$ cat config.mk
export PLATFORM = sky130hd
export DESIGN_NAME = ssi_cell
export DESIGN_NICKNAME = d
export VERILOG_FILES = /design/src/hw/rtl/ssi_pkg.sv /design/src/hw/rtl/ssi_cell.sv
export SDC_FILE = /design/constraint.sdc
export NUM_CORES = 1
export LEC_CHECK = 0
export BUFFER_PORTS_ARGS = -buffer_cell sky130_fd_sc_hd__buf_2
export CELL_PAD_IN_SITES_DETAIL_PLACEMENT = 0
export CELL_PAD_IN_SITES_GLOBAL_PLACEMENT = 1
export CORE_MARGIN = 5
export CORE_UTILIZATION = 39
export DETAILED_ROUTE_END_ITERATION = 10
export PLACE_DENSITY_LB_ADDON = 0.05
export SLEW_MARGIN = 15
export SYNTH_ARGS = -nofsm -noshare
export SYNTH_HDL_FRONTEND = slang
export SYNTH_SLANG_ARGS = --single-unit
$ cat constraint.sdc
create_clock -name i_clk -period 37.7 [get_ports i_clk]
set_input_delay 7.54 -clock i_clk [delete_from_list [all_inputs] [get_ports i_clk]]
set_output_delay 7.54 -clock i_clk [all_outputs]
set_load 0.02 [all_outputs]
$ cat src/hw/rtl/ssi_pkg.sv
// Shared types, constants and the key order for the sorted schedule table.
// Depends on nothing; used by the cell, the top level, the checker and the testbench.
package ssi_pkg;

    // Default number of table slots.
    localparam int TableDepthDflt = 16;

    // Widths of the result fields that report a slot or a count.
    localparam int ResFieldW = 5;

    // Action codes of one command.
    localparam logic ActInsert = 1'b0;
    localparam logic ActClear  = 1'b1;

    // One stored schedule key with the handle carried along.
    typedef struct packed {
        logic [31:0] rec_time;
        logic [15:0] orbit_pos;
        logic [31:0] frequency;
        logic [1:0]  polarity;
        logic [15:0] program_number;
        logic [15:0] event_id;
        logic [7:0]  handle;
    } t_key;

    // Command broadcast to every cell of the chain.
    typedef struct packed {
        logic ins;
        logic clr;
    } t_cmd;

    // True when the new key belongs ahead of the stored key. Smaller start
    // time first, then larger values of the remaining keys; an exact tie
    // puts the new key first.
    function automatic logic goes_before(input t_key n, input t_key s);
        logic res;
        if (n.rec_time != s.rec_time) begin
            res = (n.rec_time < s.rec_time);
        end else if (n.orbit_pos != s.orbit_pos) begin
            res = (n.orbit_pos > s.orbit_pos);
        end else if (n.frequency != s.frequency) begin
            res = (n.frequency > s.frequency);
        end else if (n.polarity != s.polarity) begin
            res = (n.polarity > s.polarity);
        end else if (n.program_number != s.program_number) begin
            res = (n.program_number > s.program_number);
        end else if (n.event_id != s.event_id) begin
            res = (n.event_id > s.event_id);
        end else begin
            res = 1'b1;
        end
        return res;
    endfunction

endpackage

$ cat src/hw/rtl/ssi_cell.sv
// One slot of the sorted table: holds a key, compares it with the new key
// and takes either the new key or its left neighbor's key. Uses ssi_pkg.
module ssi_cell
    import ssi_pkg::*;
(
    input  logic i_clk,
    input  logic i_rst_n,
    input  t_cmd i_cmd,
    input  t_key i_new_key,
    input  t_key i_prev_key,
    input  logic i_prev_valid,
    input  logic i_prev_before,
    output t_key o_key,
    output logic o_valid,
    output logic o_before
);

    t_key r_key;
    logic r_valid;

    // An empty slot or a stored key that the new key precedes.
    assign o_before = !r_valid || goes_before(i_new_key, r_key);

    // Valid flag: clear empties the slot, insert shifts or loads.
    always_ff @(posedge i_clk) begin
        if (!i_rst_n) begin
            r_valid <= 1'b0;
        end else if (i_cmd.clr) begin
            r_valid <= 1'b0;
        end else if (i_cmd.ins) begin
            if (i_prev_before) begin
                r_valid <= i_prev_valid;
            end else if (o_before) begin
                r_valid <= 1'b1;
            end
        end
    end

    // Key payload: first slot that the new key precedes loads it, every
    // slot after it takes the key of its left neighbor.
    always_ff @(posedge i_clk) begin
        if (i_cmd.ins && !i_cmd.clr) begin
            if (i_prev_before) begin
                r_key <= i_prev_key;
            end else if (o_before) begin
                r_key <= i_new_key;
            end
        end
    end

    assign o_key   = r_key;
    assign o_valid = r_valid;

endmodule

; After elaboration in Yosys (flattened, before gate mapping)
; Cells that the tools add are included.
[op_classes]
order_cmp = 6
n_eq_ne = 6
muxes = 10
bitwise = 1
n_reduce_logical = 8
[ops]
columns = operator, n
row1 = 122-bit two-way mux, 2
row2 = 32-bit != test, 2
row3 = 16-bit greater-than comparator, 3
row4 = 16-bit != test, 3
row5 = 32-bit greater-than comparator, 1
row6 = 32-bit less-than comparator, 1
row7 = 1-bit two-way mux, 8
row8 = 2-bit AND reduction, 2
row9 = 2-bit greater-than comparator, 1
row10 = 1-bit zero test, 2
row11 = 2-bit != test, 1
row12 = 2-bit nonzero test, 1
row13 = 2-bit OR reduction, 1
row14 = 1-bit logical AND, 1
row15 = 1-bit logical OR, 1
row16 = 1-bit inverter, 1
[word_totals]
output_inout_bits = 124
reg_bits = 123
input_bits = 250

; Depth between registers and ports, before layout
; Gate-level depths: netlist of run 1.
[logic_depth]
ltp_word = 10
depth_mapped = 10
depth_no_buf = 10

; Worst setup path after synthesis of run 1
; Ideal clock, no wire load.
[synth_path]
kind = input to register
from = in i_new_key[101] in the netlist's numbering
to = reg r_key, in the netlist o_key[0], enable pin
t_required_ns = 36.878
path_buffers = 0
cell_stages = 9
setup_time_ns = 0.822
arrival_time_ns = 18.728
setup_slack_ns = 18.150
path_cell_list = ha_1 -> a211o_1 -> a21oi_1 -> o21ai_0 -> a221oi_1 -> nand2_1 -> a221oi_1 -> nor3b_1 -> a311oi_1
[synth_between]
elab_chain_len = 5
elab_cells_between_ends = 6
classes_between = order compare (1) / eq/ne (1) / mux (1) / reduce/logical (3)
[synth_lines]
columns = element, line
row1 = "start, declared", ssi_cell.sv:9  ; input t_key i_new_key,
row2 = 32-bit less-than comparator or 32-bit != test (tied branches), "ssi_pkg.sv:38, ssi_pkg.sv:37"
row3 = 1-bit two-way mux *, ssi_pkg.sv:37  ; if (n.rec_time != s.rec_time) begin
row4 = 1-bit logical OR *, ssi_cell.sv:22  ; assign o_before = !r_valid || goes_before(i_new_key, r_key);
row5 = 2-bit nonzero test (no line) *, --
row6 = 2-bit AND reduction (no line) *, --
row7 = "end signal, assigned", ssi_cell.sv:44  ; r_key <= i_prev_key;
row8 = "end signal, assigned", ssi_cell.sv:46  ; r_key <= i_new_key;
row9 = "end, declared", ssi_cell.sv:18  ; t_key r_key;
; Every way passes the cells marked *; elsewhere a longest branch is shown, timed or not.
; A chain may end at the register's enable or synchronous reset.

; Final worst setup path of run 1
[layout_path]
from = in i_new_key[103] in the netlist's numbering
to = out o_before
[layout_between]
elab_chain_len = 3
elab_cells_between_ends = 4
classes_between = order compare (1) / eq/ne (1) / mux (1) / reduce/logical (1)
[layout_lines]
columns = element, line
row1 = 32-bit less-than comparator or 32-bit != test (tied branches), "ssi_pkg.sv:38, ssi_pkg.sv:37"
row2 = 1-bit two-way mux *, ssi_pkg.sv:37
row3 = 1-bit logical OR *, ssi_cell.sv:22
row4 = "end, declared", ssi_cell.sv:15  ; output logic o_before
; Marked as above.

==> results.yml, run 1 <==
status:
  status: "finished, final reports clean"
sta:
  worst_slew_pin_slew_ps: 1100
  clock.fmax_mhz: 57.6
  finalHoldViolations: 0
  final.setup.tns_ps: 0
  fin_hold_ws_ps: 642
  rsz0062_at_grt: "no"
  relSlewSlack_pct: 26.4
  fin_worst_skew_ps: 11.9
  min_period_ps: 17350
  finalSetupViolCount: 0
  drv_slew: 0
  period_share_pct: 46.0
floorplan:
  die-height_um: 153
  start_util_pct: 39.6
  ios: 374
  coreArea_sq_mm: 0.0202
  dieArea_sq_mm: 0.0235
  die_w_um: 153
  core.rowCount: 52
setup_path:
  path_max_fanout: 3
  cp_slowest_cell: "nor3b_1"
  critPathLaunchType: "primary input"
  critPathCaptureType: "primary output"
  path_buf_inv: 2
  cp_top_family: "simple AND/OR/NAND/NOR gates"
  required_ps: 30160
  crit_path_cell_trace: "buf_2 > ha_1 > nand4_1 > nor3_1 > nor3b_1 > nand3_1 > o211ai_1 > a221oi_1 > nor3b_1 > nand2_1 > buf_2"
  arrival_ps: 9810
  max_stage_delay_ps: 420
  crit_type: "primary input to primary output"
routing:
  top_layer: "met5"
  via_per_inst: 4.74
  wire_per_inst_um: 17.5
  met1_length_um: 9450
  vias: 6419
  drc_errors: 0
  met2_length_um: 11900
  met3WireLength_um: 1910
  drt-initial-drc-count: 182
  wirelength_um: 23700
  first_pass_iters: 4
  drtAntennaViolNets: 0
finish:
  seq_area_sq_mm: 0.00368
  areaGrowthSynthToFinish_pct: 34.1
  fin_area_sq_mm: 0.0107
  nets: 1431
  drive_gt1_share_pct: 48.4
  fillerInstances: 1933
  multi_input_area_sq_mm: 0.00382
grt:
  grt_pass1_wl_um: 36100
  antenna_found_initial: 11
  grt_pass1_vias: 6792
  grt-ovfl-total: 0
  grt_max_degree: 82
  globalRouteTotalUtil_pct: 19.7
placed_design:
  place_hpwl_um: 19400
  placed_area_sq_mm: 0.0102
  gp_congestion: 0.820
  portBuffers: 373
power:
  max-vdd-ir-drop_mv: 0.0300
  power.density_mw_per_mm2: 35.7
  p_leak_nw: 5.26
  power_switching_share_pct: 26.3
  pwr-share-seq_pct: 42.4
  p_int_uw: 283
  power.switching_uw: 101
  pwr-share-comb_pct: 19.0
  pwr-share-clk_pct: 38.6
cts:
  cts_hold_buf: 0
  root_buffer: "clkbuf_16"
  cts.htree.levels: 4
  numCtsBuffers: 17
  clock_path_buffers: 2
  insertion_delay_ps: 420
  cts_sinks: 123
  post_cts_buffers: 0
  clk_pin_slew_ps: 50
  cts_tree: "yes"
  cts_resized: 0
synth:
  ys.flop_type: "edfxtp_1"
  syn_nets: 1049
  synth_most_common_cell: "inv_1"
  yosysSeqAreaShare_pct: 46.0
  synth-seq-cells: 123
  synth_async_sr_flop_share_pct: 0
  avgSynthCellArea_sq_um: 11.7
  synth_area_leaders: "edfxtp_1 (46%), ha_1 (18%), mux2_2 (16%)"
  synth_common_cells: "inv_1 (123), edfxtp_1 (122), mux2_2 (116)"
  yosysTopAreaCellShare_pct: 45.8
  synth_cell_types: 34
  yosys_warnings: 0
  syn_area_sq_mm: 0.00801
  yosysTopAreaCell: "edfxtp_1"
  synth_edf_count: 122
  synth_cells: 685
job:
  max-cap-violations: 0
min_path:
  hp-class: "register to register"
-- cells by family (layout without fill, tap and decap cells) --
group	Yosys count	after routing	synth area share (%)
muxes	116	116	16.3
adders and majority gates	114	114	17.8
and+or+nand+nor	92	92	5.70
other	0	5	0
buffers and inverters	137	531	6.42
DFF	123	123	46.0
AOI/OAI and AO/OA	103	103	7.72
-- layout by cell type (no fill, tap or decap), types with 5 or more instances in the layout --
master     netlist  layout
ha_1           114     114
inv_1          123     123
diode_2          0       5
buf_2            0     372
a21o_1          14      14
o21ai_0         25      25
mux2_2         116     116
nand2_1         33      33
clkbuf_16        0      17
a21oi_1         43      43
clkinv_2         0       7
nor2_1           9       9
nand3_1         11      11
buf_4            0       5
nand4_1         18      18
edfxtp_1       122     122
nor3_1           7       7
-- registers in the layout (all words and copies together), names as in the netlist --
register  cells
o_valid       1
o_key       122
-- per-layer routing --
metal	up-vias	GRT usage, %
li1	3274	-
met1	2878	22.2
met2	221	34.7
met3	34	7.15
met4	12	6.02
met5	-	0
-- per-stage QoR --
step	std cells	utilization (%)	worst slack, ps	power, mW
2_1_floorplan	685	-	18150	0.210
3_3_place_gp	1318	50.4	20400	0.239
3_5_place_dp	1318	50.4	20310	0.239
4_1_cts	1349	53.0	20300	0.389
5_1_grt	1353	53.0	20110	0.403
6_report	1354	53.1	20350	0.383
-- worst reg2reg max path: stages, from the launching register on --
cell and delay [ps]:
edfxtp_1 350, inv_1 50, ha_1 280, nand4_1 180, nor4_1 470, nand3_1 170
nand2_1 80, a2111oi_0 60, a2111o_1 500, a311oi_4 330, buf_4 370, buf_4 880
-- power groups by stage --
stage               registers, mW  clock network, mW  logic [mW]
finish                      0.163              0.148      0.0729
global route                0.163              0.158      0.0820
CTS                         0.163              0.151      0.0743
detailed placement          0.165                  0      0.0738
global placement            0.165                  0      0.0738
floorplan                   0.176                  0      0.0344
-- cell type report --
class / instances / share of cell area (%)
clock inverters: 11 / 0.746
flip-flops and latches: 123 / 34.3
clock buffers: 20 / 4.07
multi-input cells: 425 / 35.6
repair buffers: 377 / 17.7
well taps: 270 / 3.15
diodes: 5 / 0.117
inverters: 123 / 4.30
-- path summary, 6_finish.rpt --
path                                     start         to  slack, ps  cells after the start
worst min-delay path                   o_valid    o_valid        640                      2
worst max-delay path            i_new_key[103]   o_before      20350                     11
worst min register to register         o_valid    o_valid        640                      2
worst max register to register       o_key[71]  o_key[49]      33540                     11
Power figures use the tool's default switching activity.
==> inputs of run 2 (changes only) <==
Settings changed: CORE_UTILIZATION 39 to 36.
Clock period 37.7 ns to 16.4 ns, I/O delays scaled along.
==> results.yml, run 2 (same netlist as run 1, synthesis figures left out) <==
status:
  status: "finished, final reports clean"
floorplan:
  die-height_um: 159
  die_w_um: 159
  core.rowCount: 54
  dieArea_sq_mm: 0.0253
  coreArea_sq_mm: 0.0219
  start_util_pct: 36.6
  ios: 374
setup_path:
  required_ps: 13120
  arrival_ps: 5730
  reg2reg_from: "o_key[35]"
  cp-startpoint: "i_new_key[47]"
  max_stage_delay_ps: 790
  crit_path_cell_trace: "buf_2 > ha_1 > a21o_1 > nand3_1 > a21oi_1 > a211oi_1 > o21ai_0 > a2111oi_0 > a2111o_1 > nand2_1 > buf_2"
  cp_slowest_cell: "a2111oi_0"
  crit_type: "primary input to primary output"
  critPathCaptureType: "primary output"
  cpMostUsedCell: "buf_2"
  critPathLaunchType: "primary input"
  path_max_fanout: 2
cts:
  cts_sinks: 123
  post_cts_buffers: 0
  clock_path_buffers: 2
  cts_tree: "yes"
  cts_hold_buf: 0
  clk_pin_slew_ps: 60
  cts.htree.levels: 4
  insertion_delay_ps: 420
  numCtsBuffers: 17
  cts_resized: 0
  root_buffer: "clkbuf_16"
power:
  max-vdd-ir-drop_mv: 0.0598
  p_leak_nw: 5.27
  power_switching_share_pct: 26.6
  p_int_uw: 668
  pwr-share-comb_pct: 18.5
  power.switching_uw: 242
  pwr-share-seq_pct: 41.1
  pwr-share-clk_pct: 40.4
  power.density_mw_per_mm2: 84.3
grt:
  grt_pass1_wl_um: 37100
  grt-ovfl-total: 0
  grt_pass1_vias: 6851
  globalRouteTotalUtil_pct: 18.6
  grt_max_degree: 67
  antenna_found_initial: 7
finish:
  final_cell_mix: "buf_2 (372), inv_1 (123), edfxtp_1 (122), mux2_2 (116), ha_1 (114)"
  nets: 1431
  drive_gt1_share_pct: 48.4
  largest_reg_flops: 122
  final_common_cell: "buf_2"
  areaGrowthSynthToFinish_pct: 34.9
routing:
  wire_per_inst_um: 17.8
  met1_length_um: 9870
  wirelength_um: 24400
  drtAntennaViolNets: 0
  via_per_inst: 4.79
  drt-initial-drc-count: 211
  vias: 6534
  met3WireLength_um: 1890
  first_pass_iters: 4
  met2_length_um: 12000
  top_layer: "met5"
  drc_errors: 0
sta:
  period_share_pct: 54.9
  finalSetupViolCount: 0
  min_period_ps: 9010
  drv_slew: 0
  fin_hold_ws_ps: 628
  final.setup.tns_ps: 0
  finalHoldViolations: 0
  clock.fmax_mhz: 111
  worst_slew_pin_slew_ps: 879
  relSlewSlack_pct: 41.4
  fin_worst_skew_ps: 12.9
  rsz0062_at_grt: "no"
job:
  max-cap-violations: 0
min_path:
  min_from: "o_valid"
  hp-class: "register to register"
placed_design:
  portBuffers: 373
  place_hpwl_um: 19800
  gp_congestion: 0.851
## run 2: cell count changes in the layout (fill, tap and decap cells not counted), sizes merged
cell,before,now
bufinv,1,2
clkbuf,20,21
clkinv,9,6
clkinvlp,1,3
## run 2: path summary, 6_finish.rpt
path | endpoint | slack [ps] | depth (start not counted)
max | o_before | 7390 | 11
max reg2reg | o_key[6] | 12860 | 11
min reg2reg | o_valid | 630 | 2
min | o_valid | 630 | 2
## run 2: layer usage
metal  global-route usage [%]  vias to the layer above
li1                         -                     3274
met1                     21.3                     2982
met2                     32.2                      240
met3                     6.45                       34
met4                     7.02                        4
met5                        0                        -
## run 2: stage by stage
stage | std cells | total power [mW] | setup slack [ps] | instance area, sq um | util [%]
after global placement | 1328 | 0.551 | 7400 | 10200 | 46.7
after CTS | 1360 | 0.924 | 7320 | 10800 | 49.3
after global routing | 1365 | 0.956 | 7080 | 10800 | 49.3
final | 1365 | 0.910 | 7390 | 10800 | 49.3
after floorplan | 685 | 0.483 | 1110 | 8010 | -
after detailed placement | 1328 | 0.551 | 7340 | 10200 | 46.7
## run 2: cell type report
class / instances / area (sq um)
multi-input combinational: 425 / 3820
sequential: 123 / 3680
antenna: 5 / 12.5
fill: 2139 / 11100
clock buffer: 21 / 440
inverter: 123 / 462
timing repair buffer: 377 / 1900
clock inverter: 11 / 123
tap: 280 / 350
## run 2: power groups by stage
| stage | combinational [mW] | sequential (mW) | clock, mW |
|---|---|---|---|
| floorplan | 0.0790 | 0.404 | 0 |
| global placement | 0.171 | 0.380 | 0 |
| detailed placement | 0.171 | 0.380 | 0 |
| CTS | 0.172 | 0.374 | 0.378 |
| global route | 0.190 | 0.376 | 0.391 |
| finish | 0.169 | 0.374 | 0.368 |
## run 2: critical path, delay by kind of cell
kind	cells	cell delay, ps
AND/OR/NAND/NOR	2	150
buffers and inverters	2	300
AO/OA/AOI/OAI	6	1700
adder cells (fa/ha/maj)	1	300
==> inputs of run 3 (changes only) <==
Settings changed: CORE_UTILIZATION 36 to 32.
Clock period 16.4 ns to 8.2 ns, I/O delays scaled along.
==> results.yml, run 3 (same netlist as run 1, synthesis figures left out) <==
status:
  status: "finished, final reports clean"
routing:
  drc_errors: 0
  wire_per_inst_um: 17.5
  wirelength_um: 24600
  vias: 6443
  first_pass_iters: 5
  drt-initial-drc-count: 196
  via_per_inst: 4.57
  drtAntennaViolNets: 0
cts:
  numCtsBuffers: 17
  cts_sinks: 123
  clk_pin_slew_ps: 60
  root_buffer: "clkbuf_16"
  clock_path_buffers: 2
  cts.htree.levels: 4
  cts_tree: "yes"
  post_cts_buffers: 0
  cts_resized: 0
  cts_hold_buf: 0
  insertion_delay_ps: 420
sta:
  min_period_ps: 5550
  worst_slew_pin_slew_ps: 732
  period_share_pct: 67.7
  drv_slew: 0
  clock.fmax_mhz: 180
  rsz0062_at_grt: "no"
  relSlewSlack_pct: 51.2
  final.setup.tns_ps: 0
  finalHoldViolations: 0
  fin_worst_skew_ps: 12.4
  finalSetupViolCount: 0
power:
  p_leak_nw: 5.27
  power_mw: 1.81
  power.density_mw_per_mm2: 167
  max-vdd-ir-drop_mv: 0.104
finish:
  nets: 1432
  drive_gt1_share_pct: 48.8
  areaGrowthSynthToFinish_pct: 35.5
  final_cell_mix: "buf_2 (372), inv_1 (123), edfxtp_1 (122), mux2_2 (116), ha_1 (114)"
  fillerInstances: 2426
  largest_reg_flops: 122
  final_common_cell: "buf_2"
setup_path:
  arrival_ps: 3910
  critPathCaptureType: "primary output"
  critPathLaunchType: "primary input"
  reg2reg_depth: 11
  crit_type: "primary input to primary output"
  required_ps: 6560
  path_max_fanout: 3
floorplan:
  ios: 374
  coreArea_sq_mm: 0.0245
  die_w_um: 168
  core.rowCount: 57
  die-height_um: 168
  dieArea_sq_mm: 0.0283
  start_util_pct: 32.7
grt:
  antenna_found_initial: 8
  globalRouteTotalUtil_pct: 16.8
  grt_pass1_vias: 6754
  grt_max_degree: 53
  grt_pass1_wl_um: 37000
  grt-ovfl-total: 0
placed_design:
  portBuffers: 373
  gp_congestion: 0.775
  place_hpwl_um: 20200
min_path:
  whs_path_depth: 2
  hp-class: "register to register"
job:
  max-cap-violations: 0
==> run 3: worst max-delay path: stages <==
cell and delay, ps:
buf_2 120, ha_1 320, nand4_1 90, nor3_1 290, nor3b_1 360, nand3_1 150, o211ai_1 120, a221oi_1 80
nor3b_1 440, nand2_1 110, buf_2 190
==> run 3: report_power, final <==
part,switching (mW),internal (mW),total (mW)
logic,0.179,0.156,0.336
clock network,0.307,0.417,0.724
registers,0.0139,0.734,0.748
==> run 3: layer usage <==
layer  up-vias  track usage [%]  part of all wire (%)
met3        33             6.33                   8.7
met5         -                0                  0.25
li1       3271                -                     -
met2       223             29.2                    49
met4         8             5.12                   1.8
met1      2908             19.3                    40
==> run 3: area by class of cell <==
| class | instances | area [sq um] | area share, % |
|---|---|---|---|
| antenna | 4 | 10.0 | 0.0923 |
| sequential | 123 | 3680 | 34.0 |
| clock buffer | 18 | 429 | 3.96 |
| timing repair buffer | 378 | 1910 | 17.6 |
| clock inverter | 14 | 124 | 1.14 |
| inverter | 123 | 462 | 4.26 |
| tap | 324 | 405 | 3.74 |
| multi-input combinational | 425 | 3820 | 35.3 |
==> run 3: final timing paths <==
check	from	to	slack, ps
max	i_new_key[103]	o_before	2650
min	o_valid	o_valid	610
max reg2reg	o_key[35]	o_key[28]	4750
min reg2reg	o_valid	o_valid	610
==> run 3: metrics by stage <==
step                      cells  instance area, sq um  util, %  hold WS, ps  setup slack [ps]
final                      1409                 10800     44.3          609              2650
after global routing       1409                 10800     44.3          672              2380
after floorplan             685                  8020        -          641              1300
after global placement     1373                 10300     42.0          590              2720
after detailed placement   1373                 10300     42.0          605              2640
after CTS                  1405                 10800     44.3          616              2620
